[config.mk]
export PLATFORM = sky130hd
export DESIGN_NAME = feed_rate_timer_setup
export DESIGN_NICKNAME = d
export VERILOG_FILES = /design/src/rtl/frts_pkg.sv /design/src/rtl/feed_rate_timer_setup.sv /design/src/rtl/frts_div.sv /design/src/rtl/frts_ctrl.sv /design/src/rtl/frts_dp.sv
export SDC_FILE = /design/constraint.sdc
export NUM_CORES = 1
export LEC_CHECK = 0
export BUFFER_PORTS_ARGS = -buffer_cell sky130_fd_sc_hd__buf_2
export CAP_MARGIN = 20
export CORE_MARGIN = 8
export CORE_UTILIZATION = 45
export DETAILED_ROUTE_END_ITERATION = 10
export GPL_ROUTABILITY_DRIVEN = 0
export GPL_TIMING_DRIVEN = 0
export HOLD_SLACK_MARGIN = 0.06
export SLEW_MARGIN = 20
export SYNTH_ARGS = -nofsm -noshare
export SYNTH_HDL_FRONTEND = slang
export SYNTH_HIERARCHICAL = 1
export SYNTH_SLANG_ARGS = --single-unit
export TNS_END_PERCENT = 100
[constraint.sdc]
create_clock -name clk -period 19.45 [get_ports clk]
set_input_delay 3.89 -clock clk [delete_from_list [all_inputs] [get_ports clk]]
set_output_delay 3.89 -clock clk [all_outputs]
set_load 0.03 [all_outputs]
[src/rtl/frts_pkg.sv]
`timescale 1ns / 1ps
// ----------------------------------------------------------------------------
// frts_pkg
// Shared types, widths and constants for the feed rate timer setup block.
// ----------------------------------------------------------------------------
package frts_pkg;

  // default build values
  localparam int FRTS_CLOCK_HZ  = 16000000;
  localparam int FRTS_TIMER_TOP = 65536;

  // field widths
  localparam int DX_W    = 21;
  localparam int FEED_W  = 16;
  localparam int SPM_W   = 10;
  localparam int CNT_W   = 22;
  localparam int CMP_W   = 16;
  localparam int SEL_W   = 3;
  localparam int P_W     = DX_W + SPM_W;      // |d| * steps_per_mm
  localparam int FP_W    = FEED_W + SPM_W;    // feed * pulses_per_mm
  localparam int MUL_W   = DX_W + FEED_W;     // shared multiplier product
  localparam int RND_SH  = 8;                 // distances are in 1/256 mm

  // stream packing
  localparam int IN_FIELDS_W  = 2 * DX_W + FEED_W;
  localparam int IN_TDATA_W   = ((IN_FIELDS_W + 7) / 8) * 8;
  localparam int IN_PAD_W     = IN_TDATA_W - IN_FIELDS_W;
  localparam int OUT_FIELDS_W = SEL_W + CMP_W + 3 * CNT_W + 5;
  localparam int OUT_TDATA_W  = ((OUT_FIELDS_W + 7) / 8) * 8;
  localparam int OUT_PAD_W    = OUT_TDATA_W - OUT_FIELDS_W;

  // configuration register indexes
  localparam int REG_IDX_W = 2;
  localparam logic [REG_IDX_W-1:0] REG_SPM_X = 2'd0;
  localparam logic [REG_IDX_W-1:0] REG_SPM_Y = 2'd1;
  localparam logic [REG_IDX_W-1:0] REG_PPM   = 2'd2;

  localparam logic [SPM_W-1:0] SPM_X_RST = 10'd200;
  localparam logic [SPM_W-1:0] SPM_Y_RST = 10'd200;
  localparam logic [SPM_W-1:0] PPM_RST   = 10'd400;

  // prescalers 1, 8, 64, 256, 1024 as shift amounts
  localparam int NUM_PRESC = 5;
  localparam logic [3:0] PRESC_SHIFT [NUM_PRESC] = '{4'd0, 4'd3, 4'd6, 4'd8, 4'd10};
  localparam logic [SEL_W-1:0] SEL_MAX = 3'd4;

  typedef enum logic [1:0] {
    MUL_X,
    MUL_Y,
    MUL_F
  } mul_sel_t;

  typedef struct packed {
    logic     load_in;
    logic     mul_en;
    mul_sel_t mul_sel;
    logic     div_start;
    logic     div_cmp;     // 0: step ratio, 1: timer quotient
    logic     cap_ratio;
    logic     cap_q;
    logic     load_out;
  } frts_cmd_t;

  typedef struct packed {
    logic short_zero;
    logic cmp_skip;
    logic div_busy;
  } frts_sts_t;

endpackage

[src/rtl/feed_rate_timer_setup.sv]
`timescale 1ns / 1ps
// ----------------------------------------------------------------------------
// feed_rate_timer_setup
// Stepper timer setup for one straight move: step counts, long axis, step
// ratio, prescaler and compare value.
//
//   group   dir   handshake            payload
//   in_     in    in_tvalid/in_tready  dx_mm, dy_mm, feed_mm_per_min
//   out_    out   out_tvalid/tready    prescaler, compare, counts, flags
//   cfg_    in    cfg_we               cfg_index, cfg_wdata
//
// A move is taken only while the sequencer is idle; three multiplies, the ratio
// division and the timer division run before its result is loaded. DVD_W is
// the wider of CNT_W and the bit width of CLOCK_HZ*30: both divisions run one
// bit per cycle on a single shared divider. A zero short count skips the ratio
// division, a zero feed or zero pulses per mm skips the timer division.
// Reset is synchronous, active low, and clears the sequencer and out_tvalid.
// A held result stalls only the hand-over of the next one; the next
// transaction is taken while a result waits on the output.
// ----------------------------------------------------------------------------
module feed_rate_timer_setup
  import frts_pkg::*;
#(
  parameter int CLOCK_HZ  = FRTS_CLOCK_HZ,
  parameter int TIMER_TOP = FRTS_TIMER_TOP
) (
  input  logic                   clk,
  input  logic                   rst_n,
  input  logic                   cfg_we,
  input  logic [REG_IDX_W-1:0]   cfg_index,
  input  logic [SPM_W-1:0]       cfg_wdata,
  input  logic                   in_tvalid,
  output logic                   in_tready,
  // dx_mm[20:0], dy_mm[41:21], feed_mm_per_min[57:42], zero pad
  input  logic [IN_TDATA_W-1:0]  in_tdata,
  output logic                   out_tvalid,
  input  logic                   out_tready,
  // clock_select[2:0], compare_value[18:3], long_count[40:19],
  // short_count[62:41], long_is_x[63], dir_x[64], dir_y[65],
  // step_ratio[87:66], ratio_invalid[88], feed_invalid[89], zero pad
  output logic [OUT_TDATA_W-1:0] out_tdata
);

  frts_cmd_t cmd;
  frts_sts_t sts;

  frts_ctrl u_ctrl (
    .clk        (clk),
    .rst_n      (rst_n),
    .in_tvalid  (in_tvalid),
    .in_tready  (in_tready),
    .out_tvalid (out_tvalid),
    .out_tready (out_tready),
    .sts        (sts),
    .cmd        (cmd)
  );

  frts_dp #(
    .CLOCK_HZ  (CLOCK_HZ),
    .TIMER_TOP (TIMER_TOP)
  ) u_dp (
    .clk       (clk),
    .rst_n     (rst_n),
    .cfg_we    (cfg_we),
    .cfg_index (cfg_index),
    .cfg_wdata (cfg_wdata),
    .in_tdata  (in_tdata),
    .cmd       (cmd),
    .sts       (sts),
    .out_tdata (out_tdata)
  );

endmodule

[src/rtl/frts_div.sv]
`timescale 1ns / 1ps
// ----------------------------------------------------------------------------
// frts_div
// Restoring divider, one quotient bit per cycle.
// ----------------------------------------------------------------------------
module frts_div #(
  parameter int DVD_W = 29,
  parameter int DVS_W = 26
) (
  input  logic             clk,
  input  logic             rst_n,
  input  logic             start,
  input  logic [DVD_W-1:0] dividend,
  input  logic [DVS_W-1:0] divisor,
  output logic             busy,
  output logic [DVD_W-1:0] quotient
);

  localparam int CNT_BITS = $clog2(DVD_W + 1);

  logic                busy_r;
  logic [CNT_BITS-1:0] cnt_r;
  logic [DVS_W-1:0]    rem_r;
  logic [DVS_W-1:0]    dvs_r;
  logic [DVD_W-1:0]    quo_r;

  logic [DVS_W:0] trial;
  logic [DVS_W:0] diff;
  logic           ge;

  assign trial = {rem_r, quo_r[DVD_W-1]};
  assign ge    = trial >= {1'b0, dvs_r};
  assign diff  = trial - {1'b0, dvs_r};

  always_ff @(posedge clk) begin
    if (!rst_n) begin
      busy_r <= 1'b0;
      cnt_r  <= '0;
    end else if (start) begin
      busy_r <= 1'b1;
      cnt_r  <= CNT_BITS'(DVD_W);
    end else if (busy_r) begin
      cnt_r <= cnt_r - 1'b1;
      if (cnt_r == CNT_BITS'(1)) begin
        busy_r <= 1'b0;
      end
    end
  end

  // remainder stays below the divisor, so the difference fits DVS_W bits
  always_ff @(posedge clk) begin
    if (start) begin
      rem_r <= '0;
      quo_r <= dividend;
      dvs_r <= divisor;
    end else if (busy_r) begin
      rem_r <= ge ? diff[DVS_W-1:0] : trial[DVS_W-1:0];
      quo_r <= {quo_r[DVD_W-2:0], ge};
    end
  end

  assign busy     = busy_r;
  assign quotient = quo_r;

endmodule

[src/rtl/frts_ctrl.sv]
`timescale 1ns / 1ps
// ----------------------------------------------------------------------------
// frts_ctrl
// Sequencer: multiplies, up to two divisions on the shared divider, result load.
// ----------------------------------------------------------------------------
module frts_ctrl
  import frts_pkg::*;
(
  input  logic      clk,
  input  logic      rst_n,
  input  logic      in_tvalid,
  output logic      in_tready,
  output logic      out_tvalid,
  input  logic      out_tready,
  input  frts_sts_t sts,
  output frts_cmd_t cmd
);

  typedef enum logic [3:0] {
    S_IDLE,
    S_MUL_X,
    S_MUL_Y,
    S_MUL_F,
    S_RATIO,
    S_RATIO_WAIT,
    S_CMP,
    S_CMP_WAIT,
    S_FINISH
  } state_t;

  state_t state_r, state_nxt;
  logic   out_valid_r, out_valid_nxt;
  logic   slot_free;

  assign slot_free = !out_valid_r || out_tready;

  always_comb begin
    cmd           = '0;
    cmd.mul_sel   = MUL_X;
    state_nxt     = state_r;
    out_valid_nxt = out_tready ? 1'b0 : out_valid_r;
    case (state_r)
      S_IDLE: begin
        if (in_tvalid) begin
          cmd.load_in = 1'b1;
          state_nxt   = S_MUL_X;
        end
      end
      S_MUL_X: begin
        cmd.mul_en  = 1'b1;
        cmd.mul_sel = MUL_X;
        state_nxt   = S_MUL_Y;
      end
      S_MUL_Y: begin
        cmd.mul_en  = 1'b1;
        cmd.mul_sel = MUL_Y;
        state_nxt   = S_MUL_F;
      end
      S_MUL_F: begin
        cmd.mul_en  = 1'b1;
        cmd.mul_sel = MUL_F;
        state_nxt   = S_RATIO;
      end
      S_RATIO: begin
        // no division when the short axis has no steps
        if (sts.short_zero) begin
          state_nxt = S_CMP;
        end else begin
          cmd.div_start = 1'b1;
          state_nxt     = S_RATIO_WAIT;
        end
      end
      S_RATIO_WAIT: begin
        if (!sts.div_busy) begin
          cmd.cap_ratio = 1'b1;
          state_nxt     = S_CMP;
        end
      end
      S_CMP: begin
        cmd.div_cmp = 1'b1;
        if (sts.cmp_skip) begin
          state_nxt = S_FINISH;
        end else begin
          cmd.div_start = 1'b1;
          state_nxt     = S_CMP_WAIT;
        end
      end
      S_CMP_WAIT: begin
        if (!sts.div_busy) begin
          cmd.cap_q = 1'b1;
          state_nxt = S_FINISH;
        end
      end
      S_FINISH: begin
        if (slot_free) begin
          cmd.load_out  = 1'b1;
          out_valid_nxt = 1'b1;
          state_nxt     = S_IDLE;
        end
      end
      default: begin
        state_nxt = S_IDLE;
      end
    endcase
  end

  always_ff @(posedge clk) begin
    if (!rst_n) begin
      state_r     <= S_IDLE;
      out_valid_r <= 1'b0;
    end else begin
      state_r     <= state_nxt;
      out_valid_r <= out_valid_nxt;
    end
  end

  assign in_tready  = (state_r == S_IDLE);
  assign out_tvalid = out_valid_r;

endmodule

[src/rtl/frts_dp.sv]
`timescale 1ns / 1ps
// ----------------------------------------------------------------------------
// frts_dp
// Datapath: config registers, shared multiplier, step counts, divider,
// prescaler choice and the result register.
// ----------------------------------------------------------------------------
module frts_dp
  import frts_pkg::*;
#(
  parameter int CLOCK_HZ  = FRTS_CLOCK_HZ,
  parameter int TIMER_TOP = FRTS_TIMER_TOP
) (
  input  logic                   clk,
  input  logic                   rst_n,
  input  logic                   cfg_we,
  input  logic [REG_IDX_W-1:0]   cfg_index,
  input  logic [SPM_W-1:0]       cfg_wdata,
  input  logic [IN_TDATA_W-1:0]  in_tdata,
  input  frts_cmd_t              cmd,
  output frts_sts_t              sts,
  output logic [OUT_TDATA_W-1:0] out_tdata
);

  localparam longint unsigned NUM = 64'(CLOCK_HZ) * 64'd30;
  localparam int NUM_W = $clog2(NUM + 1);
  localparam int DVD_W = (NUM_W > CNT_W) ? NUM_W : CNT_W;
  localparam logic [DVD_W-1:0] TOP_Q = DVD_W'(TIMER_TOP);
  localparam logic [DVD_W-1:0] Q_MIN = DVD_W'(3);    // compare above one
  localparam logic [DVD_W-1:0] Q_ONE = DVD_W'(1);
  localparam logic [CMP_W-1:0] CMP_MAX = CMP_W'(TIMER_TOP - 1);
  localparam logic [CMP_W-1:0] CMP_MIN = CMP_W'(1);

  logic [SPM_W-1:0]  spm_x_r, spm_y_r, ppm_r;
  logic [DX_W-1:0]   dx_r, dy_r;
  logic [FEED_W-1:0] feed_r;
  logic [P_W-1:0]    px_r, py_r;
  logic [FP_W-1:0]   fp_r;
  logic [CNT_W-1:0]  ratio_r;
  logic [DVD_W-1:0]  q_r;
  logic [OUT_TDATA_W-1:0] out_data_r, out_data_nxt;

  // configuration writes; indexes past the list are dropped
  always_ff @(posedge clk) begin
    if (!rst_n) begin
      spm_x_r <= SPM_X_RST;
      spm_y_r <= SPM_Y_RST;
      ppm_r   <= PPM_RST;
    end else if (cfg_we) begin
      case (cfg_index)
        REG_SPM_X: spm_x_r <= cfg_wdata;
        REG_SPM_Y: spm_y_r <= cfg_wdata;
        REG_PPM:   ppm_r   <= cfg_wdata;
        default: ;
      endcase
    end
  end

  always_ff @(posedge clk) begin
    if (cmd.load_in) begin
      dx_r   <= in_tdata[DX_W-1:0];
      dy_r   <= in_tdata[2*DX_W-1:DX_W];
      feed_r <= in_tdata[IN_FIELDS_W-1:2*DX_W];
    end
  end

  // shared multiplier
  logic [DX_W-1:0]   mag_x, mag_y, mul_a;
  logic [FEED_W-1:0] mul_b;
  logic [MUL_W-1:0]  prod;

  assign mag_x = dx_r[DX_W-1] ? (~dx_r + 1'b1) : dx_r;
  assign mag_y = dy_r[DX_W-1] ? (~dy_r + 1'b1) : dy_r;

  always_comb begin
    case (cmd.mul_sel)
      MUL_X: begin
        mul_a = mag_x;
        mul_b = FEED_W'(spm_x_r);
      end
      MUL_Y: begin
        mul_a = mag_y;
        mul_b = FEED_W'(spm_y_r);
      end
      MUL_F: begin
        mul_a = DX_W'(ppm_r);
        mul_b = feed_r;
      end
      default: begin
        mul_a = '0;
        mul_b = '0;
      end
    endcase
  end

  assign prod = MUL_W'(mul_a) * MUL_W'(mul_b);

  always_ff @(posedge clk) begin
    if (cmd.mul_en) begin
      case (cmd.mul_sel)
        MUL_X:   px_r <= prod[P_W-1:0];
        MUL_Y:   py_r <= prod[P_W-1:0];
        MUL_F:   fp_r <= prod[FP_W-1:0];
        default: ;
      endcase
    end
  end

  // round half up; products stay below 2^30 so the add cannot carry out
  logic [P_W-1:0]   px_rnd, py_rnd;
  logic [CNT_W-1:0] sx, sy, lc, sc;
  logic             lx;

  assign px_rnd = px_r + P_W'(1 << (RND_SH - 1));
  assign py_rnd = py_r + P_W'(1 << (RND_SH - 1));
  assign sx     = px_rnd[CNT_W+RND_SH-1:RND_SH];
  assign sy     = py_rnd[CNT_W+RND_SH-1:RND_SH];
  assign lx     = px_r >= py_r;
  assign lc     = lx ? sx : sy;
  assign sc     = lx ? sy : sx;

  // divider: step ratio, then CLOCK_HZ*30 / (feed*ppm)
  logic             div_busy;
  logic [DVD_W-1:0] div_q;
  logic [DVD_W-1:0] div_dvd;
  logic [FP_W-1:0]  div_dvs;

  assign div_dvd = cmd.div_cmp ? DVD_W'(NUM) : DVD_W'(lc);
  assign div_dvs = cmd.div_cmp ? fp_r : FP_W'(sc);

  frts_div #(
    .DVD_W (DVD_W),
    .DVS_W (FP_W)
  ) u_div (
    .clk      (clk),
    .rst_n    (rst_n),
    .start    (cmd.div_start),
    .dividend (div_dvd),
    .divisor  (div_dvs),
    .busy     (div_busy),
    .quotient (div_q)
  );

  always_ff @(posedge clk) begin
    if (cmd.cap_ratio) begin
      ratio_r <= div_q[CNT_W-1:0];
    end
    if (cmd.cap_q) begin
      q_r <= div_q;
    end
  end

  // floor(floor(a/b)/p) == floor(a/(b*p)), so each prescaler is a shift
  logic [SEL_W-1:0] sel;
  logic [CMP_W-1:0] cmp;
  logic [DVD_W-1:0] q_pick, q_i;
  logic             found;
  logic             cmp_skip;
  logic             finv, rinv;
  logic [CNT_W-1:0] ratio_o;

  assign cmp_skip = (feed_r == '0) || (ppm_r == '0);
  assign finv     = (feed_r == '0);
  assign rinv     = (sc == '0);
  assign ratio_o  = rinv ? '1 : ratio_r;

  always_comb begin
    sel    = SEL_MAX;
    q_pick = q_r >> PRESC_SHIFT[NUM_PRESC-1];
    found  = 1'b0;
    q_i    = '0;
    for (int i = 0; i < NUM_PRESC; i++) begin
      q_i = q_r >> PRESC_SHIFT[i];
      if (!found && q_i >= Q_MIN && q_i <= TOP_Q) begin
        found  = 1'b1;
        sel    = SEL_W'(i);
        q_pick = q_i;
      end
    end
    if (cmp_skip) begin
      sel = SEL_MAX;
      cmp = CMP_MAX;
    end else if (q_pick <= Q_ONE) begin
      cmp = CMP_MIN;
    end else if (q_pick - Q_ONE >= TOP_Q) begin
      cmp = CMP_MAX;
    end else begin
      cmp = CMP_W'(q_pick - Q_ONE);
    end
  end

  assign out_data_nxt = {{OUT_PAD_W{1'b0}}, finv, rinv, ratio_o, dy_r[DX_W-1],
                         dx_r[DX_W-1], lx, sc, lc, cmp, sel};

  always_ff @(posedge clk) begin
    if (cmd.load_out) begin
      out_data_r <= out_data_nxt;
    end
  end

  assign sts.short_zero = rinv;
  assign sts.cmp_skip   = cmp_skip;
  assign sts.div_busy   = div_busy;
  assign out_tdata      = out_data_r;

endmodule

# [Word level (Yosys, flattened, before mapping)]
# Cells that the tools add are included.
[word_totals] reg_bits=409 input_bits=81 output_inout_bits=98
[classes] add_sub_neg=7 n_mul=1 order_cmp=14 n_eq_ne=17 mux=53 bitwise=3 reduce_logical=33
[op_table] op="2-to-1 mux 29 bit" count=8
[op_table] op="2-to-1 mux 22 bit" count=3
[op_table] op="one-hot mux 21 bit (3 select lines)" count=1
[op_table] op="adder 30 x 8 -> 30 bit (second input constant)" count=2
[op_table] op="one-hot mux 16 bit (3 select lines)" count=1
[op_table] op="adder 21 x 1 -> 21 bit (second input constant)" count=2
[op_table] op="2-to-1 mux 21 bit" count=2
[op_table] op="NOT 21 bit" count=2
[op_table] op="one-hot mux 4 bit (9 select lines)" count=1
[op_table] op="2-to-1 mux 16 bit" count=2
[op_table] op="greater-or-equal comparator 31 bit" count=1
[op_table] op="multiplier 21 x 16 -> 31 bit" count=1
[op_table] op="greater-or-equal comparator 29 x 17 -> 1 bit (second input constant)" count=1
[op_table] op="greater-or-equal comparator 29 x 2 -> 1 bit (second input constant)" count=1
[op_table] op="<= comparator 29 x 1 -> 1 bit (second input constant)" count=1
[op_table] op="<= comparator 29 x 17 -> 1 bit (second input constant)" count=1
[op_table] op="subtractor 29 x 1 -> 29 bit (second input constant)" count=1
[op_table] op="greater-or-equal comparator 27 x 26 -> 1 bit" count=1
[op_table] op="greater-or-equal comparator 26 x 2 -> 1 bit (second input constant)" count=1
[op_table] op="<= comparator 26 x 17 -> 1 bit (second input constant)" count=1
[op_table] op="2-to-1 mux 26 bit" count=1
[op_table] op="subtractor 26 bit" count=1
[op_table] op="greater-or-equal comparator 23 x 2 -> 1 bit (second input constant)" count=1
[op_table] op="<= comparator 23 x 17 -> 1 bit (second input constant)" count=1
[op_table] op="35 further kinds" count=90

# [Longest topological paths before layout]
# Gate-level depths: netlist of run 1.
[logic_depth] depth_word=23 ltp_mapped=33

# [By module]
# The synthesis of run 1 kept the hierarchy.
[by_module_without_submodules] module="frts_dp" n_inst=1 cells_each=2343 area_per_inst_um2=24960.2
[by_module_without_submodules] module="frts_div" n_inst=1 cells_each=544 area_per_inst_um2=5350.1
[by_module_without_submodules] module="frts_ctrl" n_inst=1 cells_each=48 area_per_inst_um2=374.1

# [Worst setup path after synthesis of run 1]
# OpenSTA, ideal clock, no wires.
[synth_path] kind="input to register" start="input out_tready" end="register u_dp.out_data_r[0] (netlist: u_dp/out_tdata[0]), enable pin" setup_ns=0.549 arrival_time_ns=8.016 path_slack_ns=10.885 cell_stages=2 path_cell_list="nand2b_1 > nor2b_1"
[synth_lines] element="start, declared" line_no="feed_rate_timer_setup.sv:37" text="input logic out_tready,"
[synth_lines] element="end signal, assigned" line_no="frts_dp.sv:196" text="out_data_r <= out_data_nxt;"
[synth_lines] element="end, declared" line_no="frts_dp.sv:40" text="logic [OUT_TDATA_W-1:0] out_data_r, out_data_nxt;"

==> results of run 1 <==
sequential cells by signal, indices dropped and copies added, names as in the netlist, 22 cells and up:
signal / flops
u_dp/out_tdata: 90
u_dp/u_div/dvs_r: 26
u_dp/ratio_r: 22
u_dp/u_div/rem_r: 26
u_dp/py_r: 31
u_dp/px_r: 31
u_dp/fp_r: 26
u_dp/u_div/quotient: 29
u_dp/q_r: 29
area by class of cell:
class | instances | area, sq um | area share [%]
multi-input cells | 2090 | 17480 | 50.50
flip-flops and latches | 409 | 11610 | 33.55
inverters | 366 | 1374 | 3.969
clock buffers | 50 | 1145 | 3.308
well taps | 873 | 1092 | 3.156
repair buffers | 184 | 1020 | 2.946
plain buffers | 122 | 549.3 | 1.587
clock inverters | 32 | 342.8 | 0.9905
placed cells by master, fill, tap and decap left out, types with 23 or more instances in the layout:
cell / count
nand2b_1: 46
nor2_1: 144
clkbuf_16: 45
buf_2: 186
a21o_1: 38
fa_1: 252
nand2_1: 358
ha_1: 145
dfxtp_1: 67
nand3_1: 61
and2_1: 41
inv_1: 365
nor3_1: 33
nor4_1: 23
a31oi_1: 35
xnor2_1: 90
mux2_2: 52
and3_1: 48
o21ai_0: 57
edfxtp_1: 342
xor2_1: 57
mux2i_1: 62
nor2b_1: 37
a21oi_1: 68
a21boi_0: 25
clkbuf_1: 85
nand4_1: 34
conb_1: 54
power groups by stage:
| stage | sequential [W] | clock [W] | combinational, W |
|---|---|---|---|
| 5_1_grt | 0.00146 | 0.000912 | 0.00363 |
| 6_report | 0.00145 | 0.000858 | 0.00328 |
| 3_5_place_dp | 0.00146 | 0 | 0.00323 |
| 3_3_place_gp | 0.00146 | 0 | 0.00314 |
| 2_1_floorplan | 0.00143 | 0 | 0.00224 |
| 4_1_cts | 0.00144 | 0.000880 | 0.00326 |
cells in the mapped netlist, types with 35 or more instances:
| library cell | count | area share, % |
|---|---|---|
| xor2_1 | 57 | 1.6 |
| a31oi_1 | 35 | 0.71 |
| nand3_1 | 61 | 0.99 |
| ha_1 | 145 | 5.9 |
| o21ai_0 | 57 | 0.93 |
| clkbuf_1 | 80 | 0.98 |
| nand2_1 | 358 | 4.4 |
| mux2_2 | 52 | 1.9 |
| nor2_1 | 144 | 1.8 |
| a21oi_1 | 68 | 1.1 |
| mux2i_1 | 62 | 2.0 |
| dfxtp_1 | 67 | 4.4 |
| a21o_1 | 38 | 0.93 |
| edfxtp_1 | 342 | 33 |
| and3_1 | 49 | 1.0 |
| xnor2_1 | 90 | 2.6 |
| nor2b_1 | 38 | 0.77 |
| nand2b_1 | 46 | 0.94 |
| inv_1 | 366 | 4.5 |
| fa_1 | 252 | 16 |
| and2_1 | 45 | 0.92 |
per-stage QoR:
step,setup WS (ns),utilization (%),cell area (sq um)
global placement,8.599,48.67,32800
floorplan,10.88,-,30880
CTS,9.159,51.33,34590
detailed placement,9.201,49.12,33110
finish,8.975,51.36,34610
global route,8.533,51.36,34610
path summary, 6_finish.rpt:
check / from / to / slack, ns / depth (start not counted)
max reg2reg: u_ctrl/state_r[3] / u_dp/px_r[29] / 8.97 / 30
min reg2reg: u_dp/u_div/quotient[22] / u_dp/q_r[22] / 0.42 / 0
min: u_dp/u_div/quotient[22] / u_dp/q_r[22] / 0.42 / 0
max: u_ctrl/state_r[3] / u_dp/px_r[29] / 8.97 / 30
worst max-delay path: cells and delay by family (launching register included):
kind            cells  cell delay, ns
compound gates     10            3.74
fa+ha+maj           7            3.33
flops               1            0.30
xor+xnor            1            0.34
buf+inv             7            1.60
simple gates        4            0.67
mux                 1            0.19
layer usage:
layer	global-route usage, %	vias up	share of wire [%]
met5	0	-	0
met3	2.813	182	5.9
li1	-	10660	-
met4	8.265	0	4.0
met1	27.01	11460	41
met2	37.17	924	49
cell families after synthesis:
| family | count (synthesis) |
|---|---|
| AO/OA/AOI/OAI | 447 |
| XOR/XNOR | 147 |
| adder cells (fa/ha/maj) | 397 |
| buffers and inverters | 488 |
| flip-flops | 409 |
| multiplexers | 114 |
| other | 2 |
| AND/OR/NAND/NOR | 931 |
==> results.json, run 1 <==
{
  "fin_hold_ws_ns": 0.4188,
  "vias_per_cell": 5.629,
  "fin_nets": 3696,
  "htree_num_levels": 2,
  "start_util_pct": 45.53,
  "synth-seq-cells": 409,
  "root_buffer": "clkbuf_16",
  "ios": 179,
  "antenna_found_initial": 0,
  "status": "finished, final reports clean",
  "clockBufferDepth": 3,
  "p_comb_share_pct": 58.8,
  "cts_tree": "done",
  "wire_per_inst_um": 20.41,
  "grt_pass1_wl_um": 132700,
  "hold_buffers": 0,
  "hold_violations": 0,
  "track_usage_pct": 21.41,
  "yosys.area_share.xor_xnor_pct": 4.196,
  "setup_viol": 0,
  "die_h_um": 277.1,
  "ctsResizeCount": 0,
  "fin_total_pwr_w": 0.005586,
  "period_needed_ns": 10.48,
  "clk_latency_ns": 0.60,
  "startpoint_type": "flip-flop",
  "arrival_ns": 10.74,
  "diodes": 0,
  "p_sw_w": 0.002517,
  "gr-total-overflow": 0,
  "pwr-share-seq_pct": 25.9,
  "fin_setup_tns_ns": 0,
  "post-cts-setup-buffers": 0,
  "p_sw_share_pct": 45.05,
  "drive_above_1_share_pct": 12.70,
  "yosys_warnings": 6,
  "max_cap_viol_count": 0,
  "ir_worst_vdd_mv": 0.1619,
  "intPower_w": 0.003070,
  "grt_max_degree": 59,
  "via_count": 23230,
  "area_growth_pct": 12.80,
  "slowest_delay_ns": 0.92,
  "pwr-share-clk_pct": 15.4,
  "place_inst": 4043,
  "stdcell_count": 4126,
  "synth_cell_type_count": 97,
  "dp_hpwl_um": 67780,
  "power_density_mw_per_mm2": 161.4,
  "dominantRegCellSynth": "edfxtp_1",
  "finalCritPeriodShare_pct": 53.86,
  "cts_made_buffers": 45,
  "async_flop_share_pct": 0,
  "wl_um": 84210,
  "drt_iter0_drc": 1866,
  "placementRows": 95,
  "clkSinkCount": 409,
  "rsz0062_at_grt": "false",
  "tightestPinTransition_ns": 1.165,
  "synthAdderAreaFrac_pct": 22.35,
  "nFillCells": 6019,
  "slew_viol_final": 0,
  "cpMaxStageDelayCell": "a221oi_1",
  "path_clk_slew_ns": 0.06,
  "min_path_type": "flip-flop to flip-flop",
  "fin_skew_ns": 0.05348,
  "leakage_nw": 14.31,
  "synth_top_family_by_area": "adder cells",
  "die-width_um": 277.1,
  "dieArea_sq_mm": 0.07680,
  "muxShareOfSynthArea_pct": 3.931,
  "critPathCaptureType": "flip-flop",
  "grt_pass1_vias": 23930,
  "drc": 0,
  "cp_common_cell": "fa_1",
  "final_antenna_net_count": 0,
  "synthCells": 2935,
  "io_buffers": 166,
  "avgSynthCellArea_sq_um": 10.45,
  "synth_compound_area_share_pct": 10.39,
  "yosys.area_share.simple_pct": 15.00,
  "critPathRequiredTime_ns": 19.71,
  "synth-seq-area-share_pct": 37.84,
  "drt_first_pass_iters": 7,
  "crit_fanout": 10,
  "syn_area_sq_mm": 0.03068,
  "crit_type": "flip-flop to flip-flop",
  "core_sq_mm": 0.06740,
  "fmax_mhz": 95.46,
  "slew_headroom_pct": 22.30,
  "synth_edf_count": 342
}
(Power assumes the default switching activity.)
==> run 2: changes to the inputs <==
Settings changed: ABC_AREA set to 1.
Clock period 19.45 ns to 9.15 ns, I/O delays scaled along.
==> run 2 against run 1 <==
  * Flip-flop and latch count unchanged
  * Worst setup slack worse by 8.4 ns
  * Worst hold slack better by 0.031 ns
  * Critical path depth up 1
  * Combinational power rose to 2.9 times the previous value
  * Count of clock-buffer cells in the layout up 6
  * First-iteration DRC count down 5.5%
  * Via count up 8.9%
  * Core utilization up 0.11 points
  * Wire length up 3.1%
  * Critical path type unchanged
  * Critical endpoint is now u_dp/px_r[30]
  * Largest cell class unchanged
==> results.json, run 2 <==
{
  "fmax_mhz": 116.2,
  "cpMaxStageDelayCell": "clkbuf_1",
  "diodes": 0,
  "drive_above_1_share_pct": 12.11,
  "r2r_cells": 31,
  "max_cap_viol_count": 0,
  "hold_violations": 0,
  "tightestPinTransition_ns": 1.101,
  "pwr-share-seq_pct": 23.7,
  "htree_num_levels": 2,
  "leakage_nw": 17.72,
  "area_growth_pct": 13.83,
  "fin_skew_ns": 0.03255,
  "min_path_type": "flip-flop to flip-flop",
  "crit_end": "u_dp/px_r[30]",
  "gr-total-overflow": 0,
  "critPathLaunch": "u_ctrl/state_r[0]",
  "yosysTopAreaCell": "edfxtp_1",
  "die_h_um": 283.3,
  "layout.area.seq_sq_mm": 0.01161,
  "wire_per_inst_um": 16.99,
  "die-width_um": 283.3,
  "synth-seq-area-share_pct": 36.11,
  "dominantRegCellSynth": "edfxtp_1",
  "io_buffers": 166,
  "synth_cell_type_count": 58,
  "startpoint_type": "flip-flop",
  "async_flop_share_pct": 0,
  "cts_tree": "done",
  "clkSinkCount": 409,
  "ios": 179,
  "synth_edf_count": 342,
  "cts_made_buffers": 46,
  "multiInputGateArea_sq_mm": 0.01735,
  "drt_iter0_drc": 1763,
  "power_density_mw_per_mm2": 414.9,
  "period_needed_ns": 8.608,
  "fin_hold_ws_ns": 0.4501,
  "final_util_pct": 51.47,
  "fin_nets": 4602,
  "slew_headroom_pct": 26.07,
  "p_sw_w": 0.007161,
  "p_comb_share_pct": 63.1,
  "critPathCaptureType": "flip-flop",
  "yosys_warnings": 6,
  "clk_latency_ns": 0.59,
  "ys_top_cells_by_area": "edfxtp_1 (32%), fa_1 (16%), nand2_1 (12%)",
  "grt_pass1_vias": 25330,
  "path_clk_slew_ns": 0.06,
  "antenna_found_initial": 2,
  "placementRows": 98,
  "synth.most_common_cell": "nand2_1",
  "clockBufferDepth": 3,
  "synth-seq-cells": 409,
  "r2r_start": "u_ctrl/state_r[0]",
  "crit_type": "flip-flop to flip-flop",
  "dp_hpwl_um": 71110,
  "pwr-share-clk_pct": 13.2,
  "cp_common_cell": "inv_1",
  "grt_pass1_wl_um": 138600,
  "wl_um": 86830,
  "rsz0062_at_grt": "false",
  "root_buffer": "clkbuf_16",
  "final_cell_mix": "nand2_1 (1,017), inv_1 (762), edfxtp_1 (342)",
  "r2r-end": "u_dp/px_r[30]",
  "final_antenna_net_count": 0,
  "vias_per_cell": 4.947,
  "nFillCells": 6823,
  "drc": 0,
  "slowest_delay_ns": 0.69,
  "grt_max_degree": 28,
  "hold_buffers": 0,
  "track_usage_pct": 21.46,
  "slew_viol_final": 0,
  "synth_common_cells": "nand2_1 (1,019), inv_1 (762), edfxtp_1 (342), fa_1 (252), nor2_1 (239)",
  "dieArea_sq_mm": 0.08027,
  "rrSetupSlack_ns": 0.54,
  "avgSynthCellArea_sq_um": 8.402,
  "final_common_cell": "nand2_1",
  "start_util_pct": 45.21,
  "syn_area_sq_mm": 0.03216,
  "critPathRequiredTime_ns": 9.46,
  "status": "finished, final reports clean",
  "via_count": 25290,
  "largest_reg_flops": 90,
  "setup_viol": 0,
  "intPower_w": 0.008024,
  "finalCritPeriodShare_pct": 94.08,
  "drt_first_pass_iters": 5,
  "crit_fanout": 10,
  "synthCells": 3827,
  "core_sq_mm": 0.07112,
  "arrival_ns": 8.92,
  "synth_top_area_share_pct": 31.94,
  "ir_worst_vdd_mv": 0.6129,
  "p_sw_share_pct": 47.16
}
==> run 2: metrics by stage <==
step	area, sq um	cells	TNS, ns	setup WS (ns)	total power (W)
floorplan	32350	3879	0	1.670	0.01048
CTS	36470	5106	0	0.005426	0.01524
global route	36600	5112	0	0.005104	0.01673
finish	36600	5112	0	0.5415	0.01519
global placement	34370	4995	-12.49	-0.5990	0.01296
detailed placement	34760	5018	-7.062	-0.6307	0.01310
==> run 2: power groups by stage <==
stage	combinational (W)	sequential (W)	clock [W]
global route	0.0110	0.00363	0.00212
detailed placement	0.00946	0.00363	0
floorplan	0.00682	0.00366	0
global placement	0.00931	0.00365	0
CTS	0.00959	0.00360	0.00205
finish	0.00958	0.00360	0.00201
==> run 2: layout make-up <==
class                           instances  area share (%)
Sequential cell                       409           31.72
Timing Repair Buffer                  198           3.254
Clock buffer                           56           3.446
Inverter                              797           8.194
Buffer                                113           1.658
Clock inverter                         30           1.087
Multi-Input combinational cell       2559           47.39
Tap cell                              950           3.248
==> run 2: metal layers <==
| layer | vias up | wire (um) | GRT usage [%] |
|---|---|---|---|
| li1 | 12570 | - | - |
| met1 | 11870 | 37080 | 27.23 |
| met2 | 693 | 41690 | 36.94 |
| met3 | 156 | 4416 | 2.730 |
| met4 | 0 | 3644 | 8.696 |
| met5 | - | 0 | 0 |
==> run 2: worst min path at each step <==
stage          depth (start not counted)  slack [ns]            endpoint               startpoint
2_1_floorplan                          0        0.42  u_dp/out_tdata[64]            u_dp/dx_r[20]
6_report                               2        0.45     u_dp/spm_x_r[9]          u_dp/spm_x_r[9]
3_3_place_gp                           0        0.43        u_dp/q_r[23]  u_dp/u_div/quotient[23]
3_5_place_dp                           2        0.44     u_dp/spm_y_r[8]          u_dp/spm_y_r[8]
4_1_cts                                2        0.45     u_dp/spm_x_r[9]          u_dp/spm_x_r[9]
5_1_grt                                0        0.47        u_dp/q_r[25]  u_dp/u_div/quotient[25]
==> run 2: logic make-up (layout without fill, tap and decap cells) <==
family | Yosys count | after routing | share of synthesized area, %
and+or+nand+nor | 1699 | 1699 | 23.31
buffers and inverters | 911 | 1194 | 11.14
DFF | 409 | 409 | 36.11
adders and majority gates | 397 | 397 | 21.33
AOI/OAI and AO/OA | 320 | 320 | 5.669
xor gates and xnor gates | 89 | 89 | 2.424
other | 2 | 54 | 0.02336
==> run 2: worst max-delay path: cells and delay by family, from the launching register on <==
kind | cells | cell delay (ns)
and+or+nand+nor | 7 | 1.11
buffers and inverters | 10 | 1.79
AOI/OAI and AO/OA | 6 | 1.48
DFF | 1 | 0.30
adders and majority gates | 7 | 3.51
xor gates and xnor gates | 1 | 0.15
==> run 2: repair_timing <==
item                                    in CTS  in global routing
hold endpoints to repair                     0                  0
pin swaps                                    2                  4
buffers inserted                             2                  7
endpoints found under the setup margin      24                 34
gates resized for setup                      8                 42
